### src/rtl/lrs_pkg.sv
// ----------------------------------------------------------------------------
// Link retry supervisor package
// Shared codes, control/status types and backoff tables.
// ----------------------------------------------------------------------------
package lrs_pkg;

   localparam logic [1:0] OP_POLL    = 2'd0;
   localparam logic [1:0] OP_OBSERVE = 2'd1;
   localparam logic [1:0] OP_ENABLE  = 2'd2;
   localparam logic [1:0] OP_PROFILE = 2'd3;

   localparam logic [1:0] OC_CONNECTED = 2'd0;
   localparam logic [1:0] OC_AUTH      = 2'd1;
   localparam logic [1:0] OC_TIMEOUT   = 2'd2;
   localparam logic [1:0] OC_LOST      = 2'd3;

   localparam logic [1:0] ACT_NONE       = 2'd0;
   localparam logic [1:0] ACT_CONNECT    = 2'd1;
   localparam logic [1:0] ACT_DISCONNECT = 2'd2;

   localparam logic [2:0] LS_DISABLED   = 3'd0;
   localparam logic [2:0] LS_UNPROV     = 3'd1;
   localparam logic [2:0] LS_IDLE       = 3'd2;
   localparam logic [2:0] LS_CONNECTING = 3'd3;
   localparam logic [2:0] LS_ONLINE     = 3'd4;
   localparam logic [2:0] LS_BACKOFF    = 3'd5;
   localparam logic [2:0] LS_ATTENTION  = 3'd6;

   localparam logic [2:0] FL_NONE      = 3'd0;
   localparam logic [2:0] FL_AUTH      = 3'd1;
   localparam logic [2:0] FL_EXHAUSTED = 3'd2;
   localparam logic [2:0] FL_TIMEOUT   = 3'd3;
   localparam logic [2:0] FL_LOST      = 3'd4;

   localparam logic [7:0]  MAX_ATTEMPTS   = 8'd8;
   localparam logic [16:0] MAX_BACKOFF_MS = 17'd60000;
   localparam logic [31:0] HASH_KEY_MUL   = 32'h9E3779B1;
   localparam logic [31:0] HASH_REV_MUL   = 32'h85EBCA77;
   localparam logic [31:0] HASH_CNT_MUL   = 32'hC2B2AE3D;

   typedef struct packed {
      logic capture;
      logic exec;
      logic hash_step;
      logic div_step;
      logic back_load;
   } lrs_cmd_type;

   typedef struct packed {
      logic need_backoff;
      logic hash_last;
      logic div_last;
   } lrs_status_type;

   // Base delay doubles from 1000 ms and is capped at 50000 ms.
   function automatic logic [15:0] base_delay(input logic [7:0] count);
      logic [15:0] d;
      begin
         if (count <= 8'd1) d = 16'd1000;
         else if (count == 8'd2) d = 16'd2000;
         else if (count == 8'd3) d = 16'd4000;
         else if (count == 8'd4) d = 16'd8000;
         else if (count == 8'd5) d = 16'd16000;
         else if (count == 8'd6) d = 16'd32000;
         else d = 16'd50000;
         return d;
      end
   endfunction

   // One fifth of the base delay.
   function automatic logic [13:0] delay_spread(input logic [7:0] count);
      logic [13:0] s;
      begin
         if (count <= 8'd1) s = 14'd200;
         else if (count == 8'd2) s = 14'd400;
         else if (count == 8'd3) s = 14'd800;
         else if (count == 8'd4) s = 14'd1600;
         else if (count == 8'd5) s = 14'd3200;
         else if (count == 8'd6) s = 14'd6400;
         else s = 14'd10000;
         return s;
      end
   endfunction

endpackage

### src/rtl/lrs_ctrl.sv
// ----------------------------------------------------------------------------
// Link retry supervisor controller
// Sequences capture, execution, jitter hashing, modulo, deadline load and response.
// ----------------------------------------------------------------------------
module lrs_ctrl (
   input  logic                   clock,
   input  logic                   reset,
   input  logic                   req_valid,
   output logic                   req_stall,
   output logic                   rsp_valid,
   input  logic                   rsp_stall,
   output lrs_pkg::lrs_cmd_type    cmd,
   input  lrs_pkg::lrs_status_type status
);
   import lrs_pkg::*;

   typedef enum logic [5:0] {
      S_IDLE = 6'b000001,
      S_EXEC = 6'b000010,
      S_HASH = 6'b000100,
      S_DIV  = 6'b001000,
      S_BACK = 6'b010000,
      S_RESP = 6'b100000
   } state_type;

   state_type state_ff, state_in;

   always_ff @(posedge clock) begin
      if (reset) state_ff <= S_IDLE;
      else state_ff <= state_in;
   end

   always_comb begin
      state_in = state_ff;
      cmd = '0;
      unique case (state_ff)
         S_IDLE: begin
            cmd.capture = req_valid;
            if (req_valid) state_in = S_EXEC;
         end
         S_EXEC: begin
            cmd.exec = 1'b1;
            state_in = status.need_backoff ? S_HASH : S_RESP;
         end
         S_HASH: begin
            cmd.hash_step = 1'b1;
            if (status.hash_last) state_in = S_DIV;
         end
         S_DIV: begin
            cmd.div_step = 1'b1;
            if (status.div_last) state_in = S_BACK;
         end
         S_BACK: begin
            cmd.back_load = 1'b1;
            state_in = S_RESP;
         end
         S_RESP: begin
            if (!rsp_stall) state_in = S_IDLE;
         end
         default: state_in = S_IDLE;
      endcase
   end

   assign req_stall = (state_ff != S_IDLE);
   assign rsp_valid = (state_ff == S_RESP);

`ifndef SYNTHESIS
   a_no_overlap: assert property (@(posedge clock) disable iff (reset)
      rsp_valid |-> req_stall) else $error("item accepted while response pending");
   a_accept_exec: assert property (@(posedge clock) disable iff (reset)
      (req_valid && !req_stall) |=> cmd.exec) else $error("accepted item not executed");
   a_div_back: assert property (@(posedge clock) disable iff (reset)
      (cmd.div_step && status.div_last) |=> cmd.back_load)
      else $error("modulo end not followed by deadline load");
`endif

endmodule

### src/rtl/lrs_datapath.sv
// ----------------------------------------------------------------------------
// Link retry supervisor datapath
// Supervisor state, operation decode, jitter hash and iterative modulo.
// ----------------------------------------------------------------------------
module lrs_datapath (
   input  logic                   clock,
   input  logic                   reset,
   input  lrs_pkg::lrs_cmd_type    cmd,
   output lrs_pkg::lrs_status_type status,
   input  logic [1:0]             req_operation,
   input  logic [63:0]            req_now_ms,
   input  logic [1:0]             req_outcome,
   input  logic [31:0]            req_attempt_key,
   input  logic [31:0]            req_attempt_revision,
   input  logic [63:0]            req_attempt_generation,
   input  logic                   req_enable_value,
   input  logic [31:0]            req_new_key,
   input  logic [31:0]            req_new_revision,
   output logic [1:0]             rsp_action,
   output logic                   rsp_accepted,
   output logic [31:0]            rsp_active_key,
   output logic [31:0]            rsp_active_revision,
   output logic [63:0]            rsp_active_generation,
   output logic [2:0]             rsp_link_state,
   output logic [2:0]             rsp_fail_reason,
   output logic [7:0]             rsp_try_count,
   output logic [63:0]            rsp_retry_at_ms
);
   import lrs_pkg::*;

   logic [1:0]  op_ff;
   logic [63:0] now_ff;
   logic [1:0]  oc_ff;
   logic [31:0] akey_ff, arev_ff, nkey_ff, nrev_ff;
   logic [63:0] agen_ff;
   logic        en_ff;

   logic        enabled_ff, enabled_in;
   logic [2:0]  link_ff, link_in;
   logic        pend_ff, pend_in;
   logic [31:0] pkey_ff, pkey_in, prev_ff, prev_in;
   logic [31:0] actkey_ff, actkey_in, actrev_ff, actrev_in;
   logic [63:0] actgen_ff, actgen_in, gen_ff, gen_in;
   logic        reprov_ff, reprov_in;
   logic [7:0]  cnt_ff, cnt_in;
   logic [2:0]  fail_ff, fail_in;
   logic [63:0] retry_ff, retry_in;
   logic [1:0]  action_ff, action_in;
   logic        accepted_ff, accepted_in;
   logic        backoff;

   logic [1:0]  hidx_ff;
   logic [63:0] hash_ff;
   logic [15:0] rem_ff;
   logic [4:0]  dcnt_ff;

   logic        busy, obs_ok, fits;
   logic [31:0] rev_eff;
   logic [31:0] mul_a, mul_b;
   logic [63:0] prod;
   logic [15:0] delay;
   logic [13:0] spread;
   logic [15:0] modulus;
   logic [15:0] r1, r2;
   logic [16:0] jit, jit_cap;
   logic [64:0] dsum;

   always_ff @(posedge clock) begin
      if (cmd.capture) begin
         op_ff   <= req_operation;
         now_ff  <= req_now_ms;
         oc_ff   <= req_outcome;
         akey_ff <= req_attempt_key;
         arev_ff <= req_attempt_revision;
         agen_ff <= req_attempt_generation;
         en_ff   <= req_enable_value;
         nkey_ff <= req_new_key;
         nrev_ff <= req_new_revision;
      end
   end

   assign busy    = (link_ff == LS_CONNECTING) || (link_ff == LS_ONLINE);
   assign rev_eff = (nkey_ff == 32'd0) ? 32'd0 : nrev_ff;
   assign obs_ok  = enabled_ff && (pkey_ff != 32'd0) && (agen_ff != 64'd0) &&
                    (akey_ff == actkey_ff) && (arev_ff == actrev_ff) &&
                    (agen_ff == actgen_ff);
   assign fits    = ((link_ff == LS_CONNECTING) && (oc_ff != OC_LOST)) ||
                    ((link_ff == LS_ONLINE) &&
                     ((oc_ff == OC_CONNECTED) || (oc_ff == OC_LOST)));

   always_comb begin
      enabled_in  = enabled_ff;
      link_in     = link_ff;
      pend_in     = pend_ff;
      pkey_in     = pkey_ff;
      prev_in     = prev_ff;
      actkey_in   = actkey_ff;
      actrev_in   = actrev_ff;
      actgen_in   = actgen_ff;
      gen_in      = gen_ff;
      reprov_in   = reprov_ff;
      cnt_in      = cnt_ff;
      fail_in     = fail_ff;
      retry_in    = retry_ff;
      action_in   = action_ff;
      accepted_in = accepted_ff;
      backoff     = 1'b0;
      if (cmd.exec) begin
         action_in   = ACT_NONE;
         accepted_in = 1'b0;
         unique case (op_ff)
            OP_POLL: begin
               if (pend_ff) begin
                  pend_in   = 1'b0;
                  action_in = ACT_DISCONNECT;
               end else if (enabled_ff && (pkey_ff != 32'd0) &&
                            ((link_ff == LS_IDLE) ||
                             ((link_ff == LS_BACKOFF) && (now_ff >= retry_ff)))) begin
                  link_in   = LS_CONNECTING;
                  cnt_in    = (cnt_ff != 8'hFF) ? cnt_ff + 8'd1 : cnt_ff;
                  gen_in    = (gen_ff == '1) ? 64'd1 : gen_ff + 64'd1;
                  actkey_in = pkey_ff;
                  actrev_in = prev_ff;
                  actgen_in = (gen_ff == '1) ? 64'd1 : gen_ff + 64'd1;
                  action_in = ACT_CONNECT;
               end
            end
            OP_OBSERVE: begin
               if (obs_ok && fits) begin
                  accepted_in = 1'b1;
                  if (oc_ff == OC_CONNECTED) begin
                     link_in  = LS_ONLINE;
                     fail_in  = FL_NONE;
                     cnt_in   = 8'd0;
                     retry_in = 64'd0;
                  end else begin
                     actkey_in = 32'd0;
                     actrev_in = 32'd0;
                     actgen_in = 64'd0;
                     if ((oc_ff == OC_AUTH) || (cnt_ff >= MAX_ATTEMPTS)) begin
                        reprov_in = 1'b1;
                        link_in   = LS_ATTENTION;
                        fail_in   = (oc_ff == OC_AUTH) ? FL_AUTH : FL_EXHAUSTED;
                        retry_in  = 64'd0;
                     end else begin
                        link_in = LS_BACKOFF;
                        fail_in = (oc_ff == OC_TIMEOUT) ? FL_TIMEOUT : FL_LOST;
                        backoff = 1'b1;
                     end
                  end
               end
            end
            OP_ENABLE: begin
               if (enabled_ff && !en_ff && busy) pend_in = 1'b1;
               if (!en_ff) begin
                  actkey_in = 32'd0;
                  actrev_in = 32'd0;
                  actgen_in = 64'd0;
               end
               enabled_in = en_ff;
               if (!en_ff) link_in = LS_DISABLED;
               else if (reprov_ff) link_in = LS_ATTENTION;
               else link_in = (pkey_ff != 32'd0) ? LS_IDLE : LS_UNPROV;
            end
            OP_PROFILE: begin
               if ((nkey_ff != pkey_ff) || (rev_eff != prev_ff)) begin
                  if (busy) pend_in = 1'b1;
                  actkey_in = 32'd0;
                  actrev_in = 32'd0;
                  actgen_in = 64'd0;
                  pkey_in   = nkey_ff;
                  prev_in   = rev_eff;
                  reprov_in = 1'b0;
                  fail_in   = FL_NONE;
                  cnt_in    = 8'd0;
                  retry_in  = 64'd0;
                  if (!enabled_ff) link_in = LS_DISABLED;
                  else link_in = (nkey_ff != 32'd0) ? LS_IDLE : LS_UNPROV;
               end
            end
            default: action_in = ACT_NONE;
         endcase
      end else if (cmd.back_load) begin
         retry_in = dsum[64] ? '1 : dsum[63:0];
      end
   end

   always_ff @(posedge clock) begin
      if (reset) begin
         enabled_ff  <= 1'b0;
         link_ff     <= LS_DISABLED;
         pend_ff     <= 1'b0;
         pkey_ff     <= '0;
         prev_ff     <= '0;
         actkey_ff   <= '0;
         actrev_ff   <= '0;
         actgen_ff   <= '0;
         gen_ff      <= '0;
         reprov_ff   <= 1'b0;
         cnt_ff      <= '0;
         fail_ff     <= FL_NONE;
         retry_ff    <= '0;
         action_ff   <= ACT_NONE;
         accepted_ff <= 1'b0;
      end else begin
         enabled_ff  <= enabled_in;
         link_ff     <= link_in;
         pend_ff     <= pend_in;
         pkey_ff     <= pkey_in;
         prev_ff     <= prev_in;
         actkey_ff   <= actkey_in;
         actrev_ff   <= actrev_in;
         actgen_ff   <= actgen_in;
         gen_ff      <= gen_in;
         reprov_ff   <= reprov_in;
         cnt_ff      <= cnt_in;
         fail_ff     <= fail_in;
         retry_ff    <= retry_in;
         action_ff   <= action_in;
         accepted_ff <= accepted_in;
      end
   end

   // Jitter hash: one product per cycle folded into the hash register.
   always_comb begin
      case (hidx_ff)
         2'd0: begin
            mul_a = pkey_ff;
            mul_b = HASH_KEY_MUL;
         end
         2'd1: begin
            mul_a = prev_ff;
            mul_b = HASH_REV_MUL;
         end
         default: begin
            mul_a = {24'd0, cnt_ff};
            mul_b = HASH_CNT_MUL;
         end
      endcase
   end

   assign prod    = {32'd0, mul_a} * {32'd0, mul_b};
   assign delay   = base_delay(cnt_ff);
   assign spread  = delay_spread(cnt_ff);
   assign modulus = {1'b0, spread, 1'b1};

   // Restoring remainder, two hash bits per cycle.
   always_comb begin
      r1 = {rem_ff[14:0], hash_ff[63]};
      if (r1 >= modulus) r1 = r1 - modulus;
      r2 = {r1[14:0], hash_ff[62]};
      if (r2 >= modulus) r2 = r2 - modulus;
   end

   assign jit     = {1'b0, delay} - {3'd0, spread} + {1'b0, rem_ff};
   assign jit_cap = (jit > MAX_BACKOFF_MS) ? MAX_BACKOFF_MS : jit;
   assign dsum    = {1'b0, now_ff} + {48'd0, jit_cap};

   always_ff @(posedge clock) begin
      if (cmd.exec) begin
         hidx_ff <= 2'd0;
         hash_ff <= '0;
         rem_ff  <= '0;
         dcnt_ff <= '0;
      end else if (cmd.hash_step) begin
         hidx_ff <= hidx_ff + 2'd1;
         hash_ff <= hash_ff ^ prod;
      end else if (cmd.div_step) begin
         hash_ff <= {hash_ff[61:0], 2'b00};
         rem_ff  <= r2;
         dcnt_ff <= dcnt_ff + 5'd1;
      end
   end

   assign status.need_backoff = backoff;
   assign status.hash_last    = (hidx_ff == 2'd2);
   assign status.div_last     = (dcnt_ff == 5'd31);

   assign rsp_action            = action_ff;
   assign rsp_accepted          = accepted_ff;
   assign rsp_active_key        = actkey_ff;
   assign rsp_active_revision   = actrev_ff;
   assign rsp_active_generation = actgen_ff;
   assign rsp_link_state        = link_ff;
   assign rsp_fail_reason       = fail_ff;
   assign rsp_try_count         = cnt_ff;
   assign rsp_retry_at_ms       = retry_ff;

`ifndef SYNTHESIS
   a_cnt_connecting: assert property (@(posedge clock) disable iff (reset)
      (link_ff == LS_CONNECTING) |-> (cnt_ff != 8'd0))
      else $error("connecting with no attempt counted");
   a_connect_state: assert property (@(posedge clock) disable iff (reset)
      (action_ff == ACT_CONNECT) |-> (link_ff == LS_CONNECTING))
      else $error("connect issued without connecting state");
   a_backoff_state: assert property (@(posedge clock) disable iff (reset)
      cmd.back_load |-> (link_ff == LS_BACKOFF))
      else $error("deadline load outside backoff");
`endif

endmodule

### src/rtl/link_retry_supervisor.sv
// ----------------------------------------------------------------------------
// Link retry supervisor
// Connection supervisor with exponential backoff and hashed jitter.
// Sequence: execute, then response; an outcome that enters backoff passes through
// 3 hash products, 32 two-bit modulo steps and a deadline add before the response.
// Throughput: one item at a time; next item accepted once the result is taken.
// Reset: synchronous; clears all supervisor state to disabled, no profile.
// ----------------------------------------------------------------------------
module link_retry_supervisor (
   input  logic        clock,
   input  logic        reset,
   input  logic        req_valid,
   output logic        req_stall,
   input  logic [1:0]  req_operation,
   input  logic [63:0] req_now_ms,
   input  logic [1:0]  req_outcome,
   input  logic [31:0] req_attempt_key,
   input  logic [31:0] req_attempt_revision,
   input  logic [63:0] req_attempt_generation,
   input  logic        req_enable_value,
   input  logic [31:0] req_new_key,
   input  logic [31:0] req_new_revision,
   output logic        rsp_valid,
   input  logic        rsp_stall,
   output logic [1:0]  rsp_action,
   output logic        rsp_accepted,
   output logic [31:0] rsp_active_key,
   output logic [31:0] rsp_active_revision,
   output logic [63:0] rsp_active_generation,
   output logic [2:0]  rsp_link_state,
   output logic [2:0]  rsp_fail_reason,
   output logic [7:0]  rsp_try_count,
   output logic [63:0] rsp_retry_at_ms
);
   import lrs_pkg::*;

   lrs_cmd_type    cmd;
   lrs_status_type status;

   lrs_ctrl u_ctrl (
      .clock     (clock),
      .reset     (reset),
      .req_valid (req_valid),
      .req_stall (req_stall),
      .rsp_valid (rsp_valid),
      .rsp_stall (rsp_stall),
      .cmd       (cmd),
      .status    (status)
   );

   lrs_datapath u_datapath (
      .clock                  (clock),
      .reset                  (reset),
      .cmd                    (cmd),
      .status                 (status),
      .req_operation          (req_operation),
      .req_now_ms             (req_now_ms),
      .req_outcome            (req_outcome),
      .req_attempt_key        (req_attempt_key),
      .req_attempt_revision   (req_attempt_revision),
      .req_attempt_generation (req_attempt_generation),
      .req_enable_value       (req_enable_value),
      .req_new_key            (req_new_key),
      .req_new_revision       (req_new_revision),
      .rsp_action             (rsp_action),
      .rsp_accepted           (rsp_accepted),
      .rsp_active_key         (rsp_active_key),
      .rsp_active_revision    (rsp_active_revision),
      .rsp_active_generation  (rsp_active_generation),
      .rsp_link_state         (rsp_link_state),
      .rsp_fail_reason        (rsp_fail_reason),
      .rsp_try_count          (rsp_try_count),
      .rsp_retry_at_ms        (rsp_retry_at_ms)
   );

endmodule
### config.mk
export PLATFORM = sky130hd
export DESIGN_NAME = link_retry_supervisor
export DESIGN_NICKNAME = d
export VERILOG_FILES = /design/src/rtl/lrs_pkg.sv /design/src/rtl/lrs_ctrl.sv /design/src/rtl/lrs_datapath.sv /design/src/rtl/link_retry_supervisor.sv
export SDC_FILE = /design/constraint.sdc
export NUM_CORES = 2
export LEC_CHECK = 0
export BUFFER_PORTS_ARGS = -buffer_cell sky130_fd_sc_hd__clkbuf_2
export CAP_MARGIN = 20
export CORE_UTILIZATION = 59
export DETAILED_ROUTE_END_ITERATION = 10
export PLACE_DENSITY = 0.87
export SYNTH_ARGS = -nofsm -noshare
export SYNTH_HDL_FRONTEND = slang
export SYNTH_SLANG_ARGS = --single-unit
### constraint.sdc
create_clock -name clock -period 18.8 [get_ports clock]
set_input_delay 0.94 -clock clock [delete_from_list [all_inputs] [get_ports clock]]
set_output_delay 0.94 -clock clock [all_outputs]
set_load 0.05 [all_outputs]
==> flow_summary.yaml <==
drt:
  drc: 0
  firstDrtPassIters: 6
  initialDrtViolationCount: 5695
  num_vias: 51360
  postRouteAntennaNets: 0
  wl_per_cell_um: 25.21
  post_drt_via_cell_ratio: 6.039
  wirelength_um: 214400
sta:
  setup_violations: 0
  rsz0062_at_grt: "no"
  fin_skew_ns: 0.04654
  fin_ws_ns: 7.696
  slew_headroom_pct: 22.98
  hold_viol: 0
  post-route-min-period_ns: 11.10
  timing.fmax_mhz: 90.05
  fin_tns_setup_ns: 0
  finalCritPeriodShare_pct: 59.07
  slew_viol_final: 0
  tightest_slew_ns: 1.145
logic_synthesis:
  ys_seq_area_share_pct: 25.81
  syn-instance-count: 6689
  ys_top_cells_by_area: "fa_1, dfxtp_1, edfxtp_1, ha_1, inv_1"
  ys_seq_elements: 694
  synth_edf_count: 261
  async_flop_share_pct: 0
  yosysTopAreaCellShare_pct: 24.08
  ys.warnings.count: 0
  syn_area_per_cell_sq_um: 9.559
  synth_area_sq_um: 63940
  yosysTopAreaCell: "fa_1"
  synthFlopType: "dfxtp_1"
  ys_types: 95
clock_tree:
  clock_path_buffers: 3
  cts_inserted_buffers: 73
  postCtsResizedCells: 0
  cts_max_level: 3
  path_clk_slew_ns: 0.06
  cts_root_buf: "clkbuf_16"
  cts_tree: "yes"
  cts_num_sinks: 694
  post_cts.repair.setup_buffers: 0
  cts_hold_buf: 0
  clk_latency_ns: 0.68
worst_setup_path:
  slowest_stage: "buf_4"
  endpoint_kind: "flop"
  worstPathRequired_ns: 19.39
  cp.arrival_ns: 11.69
  start_kind: "flop"
  crit_fanout: 60
  crit_path_max_incr_delay_ns: 0.69
  path_class: "reg2reg"
pwr:
  p_total_uw: 4049
  p_per_area_nw_per_um2: 57.99
  vdd_drop_max_v: 0.00009577
  p_leak_uw: 0.03443
global_routing:
  grt_usage_pct: 38.66
  grt_max_degree: 112
  grt_overflow_total: 0
  antenna_found_initial: 9
  grt_pass1_wl_um: 315500
  grt_pass1_vias: 51170
floorplanning:
  pin_count: 476
  die_h_um: 331.2
  die_w_um: 331.2
  std_cell_rows: 120
  start_util_pct: 59.65
  core_area_sq_um: 107200
  die_area_sq_um: 109700
layout:
  fillerInstances: 8537
  syn2layout_area_growth_pct: 9.210
  drive_above_1_share_pct: 9.611
  multi_input_area_sq_um: 41950
  nets: 8571
  final-seq-area_sq_um: 16510
  final_core_util_pct: 65.14
outcome:
  status: "finished, final reports clean"
placed_design:
  routabilityCongestion: 1.081
  dp_slack_ns: 7.854
  dp_hpwl_um: 176400
  io_buffer_count: 475
worst_hold_path:
  hold_path.class: "in2reg"
flow_run:
  maxCapViolations: 0
## through the flow
step,instance area (sq um),hold WS (ns),std cells
after floorplan,64040,0.4406,6715
after global placement,67340,0.4461,8361
after detailed placement,67340,0.4552,8361
after CTS,69730,0.4141,8496
after global routing,69820,0.4240,8502
final,69830,0.4396,8505
## placed cells by master, fill, tap and decap left out, types with 18 or more instances in the layout
cell type | synthesis | final
nand4_1 | 78 | 78
ha_1 | 501 | 498
a21oi_1 | 326 | 326
dfxtp_1 | 433 | 433
nor2_1 | 441 | 437
a31oi_1 | 35 | 35
or2_2 | 18 | 19
nand2_1 | 405 | 405
or3_1 | 51 | 51
clkbuf_2 | 0 | 474
o21ai_0 | 187 | 187
edfxtp_1 | 261 | 261
xor2_1 | 186 | 186
mux2i_1 | 119 | 119
o31ai_1 | 18 | 18
o22ai_1 | 19 | 19
clkbuf_1 | 212 | 21
nor3_1 | 71 | 71
clkbuf_16 | 0 | 73
nand3b_1 | 23 | 23
xnor2_1 | 249 | 249
buf_4 | 4 | 40
and3_1 | 55 | 55
nand2b_1 | 95 | 95
a22o_1 | 63 | 63
o21bai_1 | 50 | 50
nor2b_1 | 28 | 28
conb_1 | 2 | 28
fa_1 | 769 | 769
a22oi_1 | 71 | 71
nor4_1 | 75 | 75
nand3_1 | 126 | 126
inv_1 | 1182 | 1182
a21boi_0 | 21 | 21
a211oi_1 | 36 | 36
a21o_1 | 109 | 109
and2_1 | 90 | 89
## per-layer routing
| layer | GRT usage (%) | share of wire, % | up-vias |
|---|---|---|---|
| li1 | - | - | 22680 |
| met1 | 46.54 | 36 | 25230 |
| met2 | 60.69 | 45 | 2774 |
| met3 | 8.594 | 9.2 | 683 |
| met4 | 29.53 | 9.0 | 4 |
| met5 | 0 | 0.011 | - |
## area by class of cell
cell class / count / area share (%)
antenna: 6 / 0.02150
clock buffer: 97 / 2.788
clock inverter: 38 / 0.6361
inverter: 1185 / 6.370
multi-input combinational: 4564 / 60.07
sequential: 694 / 23.64
tap: 1403 / 2.514
timing repair buffer: 518 / 3.967
## power by group
part           total (uW)  internal [uW]  leakage (uW)  switching [uW]
Clock                1470            835       0.00115             630
Sequential           1710           1640       0.00596            71.9
Combinational         874            327        0.0273             546
Total                4050           2800        0.0344            1250
## kinds of logic (layout without fill, tap and decap cells)
logic type      count (synthesis)  after routing  synth area share [%]
compound gates               1097           1097                 11.20
xor+xnor                      435            435                 5.958
fa+ha+maj                    1271           1271                 33.89
buf+inv                      1457           1838                 8.866
flops                         694            694                 25.81
mux                           127            127                 2.010
other cells                     2             34               0.01174
simple gates                 1606           1606                 12.25
## sequential cells by signal (all words and copies together) (netlist names), 64 cells and up
register and cells:
u_datapath.gen_ff 64, u_datapath.rsp_retry_at_ms 64, u_datapath.now_ff 64, u_datapath.agen_ff 64, u_datapath.hash_ff 64, u_datapath.rsp_active_generation 64
## cells in the mapped netlist, types with 23 or more instances
| cell | number |
|---|---|
| edfxtp_1 | 261 |
| ha_1 | 501 |
| o21ai_0 | 187 |
| and2_1 | 90 |
| inv_1 | 1182 |
| dfxtp_1 | 433 |
| nor4_1 | 75 |
| a21oi_1 | 326 |
| o21bai_1 | 50 |
| a31oi_1 | 35 |
| nand3b_1 | 23 |
| mux2i_1 | 119 |
| a211oi_1 | 36 |
| nor3_1 | 71 |
| nor2b_1 | 28 |
| a22o_1 | 63 |
| nor2_1 | 441 |
| xnor2_1 | 249 |
| nand2b_1 | 95 |
| and3_1 | 55 |
| nand2_1 | 405 |
| clkbuf_1 | 212 |
| xor2_1 | 186 |
| nand3_1 | 126 |
| fa_1 | 769 |
| a22oi_1 | 71 |
| or3_1 | 51 |
| nand4_1 | 78 |
| buf_1 | 25 |
| a21o_1 | 109 |
## worst max-delay path, delay by kind of cell (launching register included)
kind	cells	cell delay (ns)
flip-flops	1	0.35
AND/OR/NAND/NOR	6	1.41
adder cells (fa/ha/maj)	10	4.75
buffers and inverters	7	1.56
XOR/XNOR	2	0.34
AO/OA/AOI/OAI	8	2.55
## final timing paths
| path | cells after the start | startpoint | to | slack [ns] |
|---|---|---|---|---|
| setup / recovery | 33 | u_datapath.hidx_ff[0] | u_datapath.hash_ff[59] | 7.70 |
| hold / removal | 1 | req_now_ms[40] | u_datapath.now_ff[40] | 0.44 |
| setup reg to reg | 33 | u_datapath.hidx_ff[0] | u_datapath.hash_ff[59] | 7.70 |
| hold reg to reg | 2 | u_datapath.rsp_retry_at_ms[1] | u_datapath.rsp_retry_at_ms[1] | 0.46 |
No activity file was read; power rests on OpenSTA's default activity.
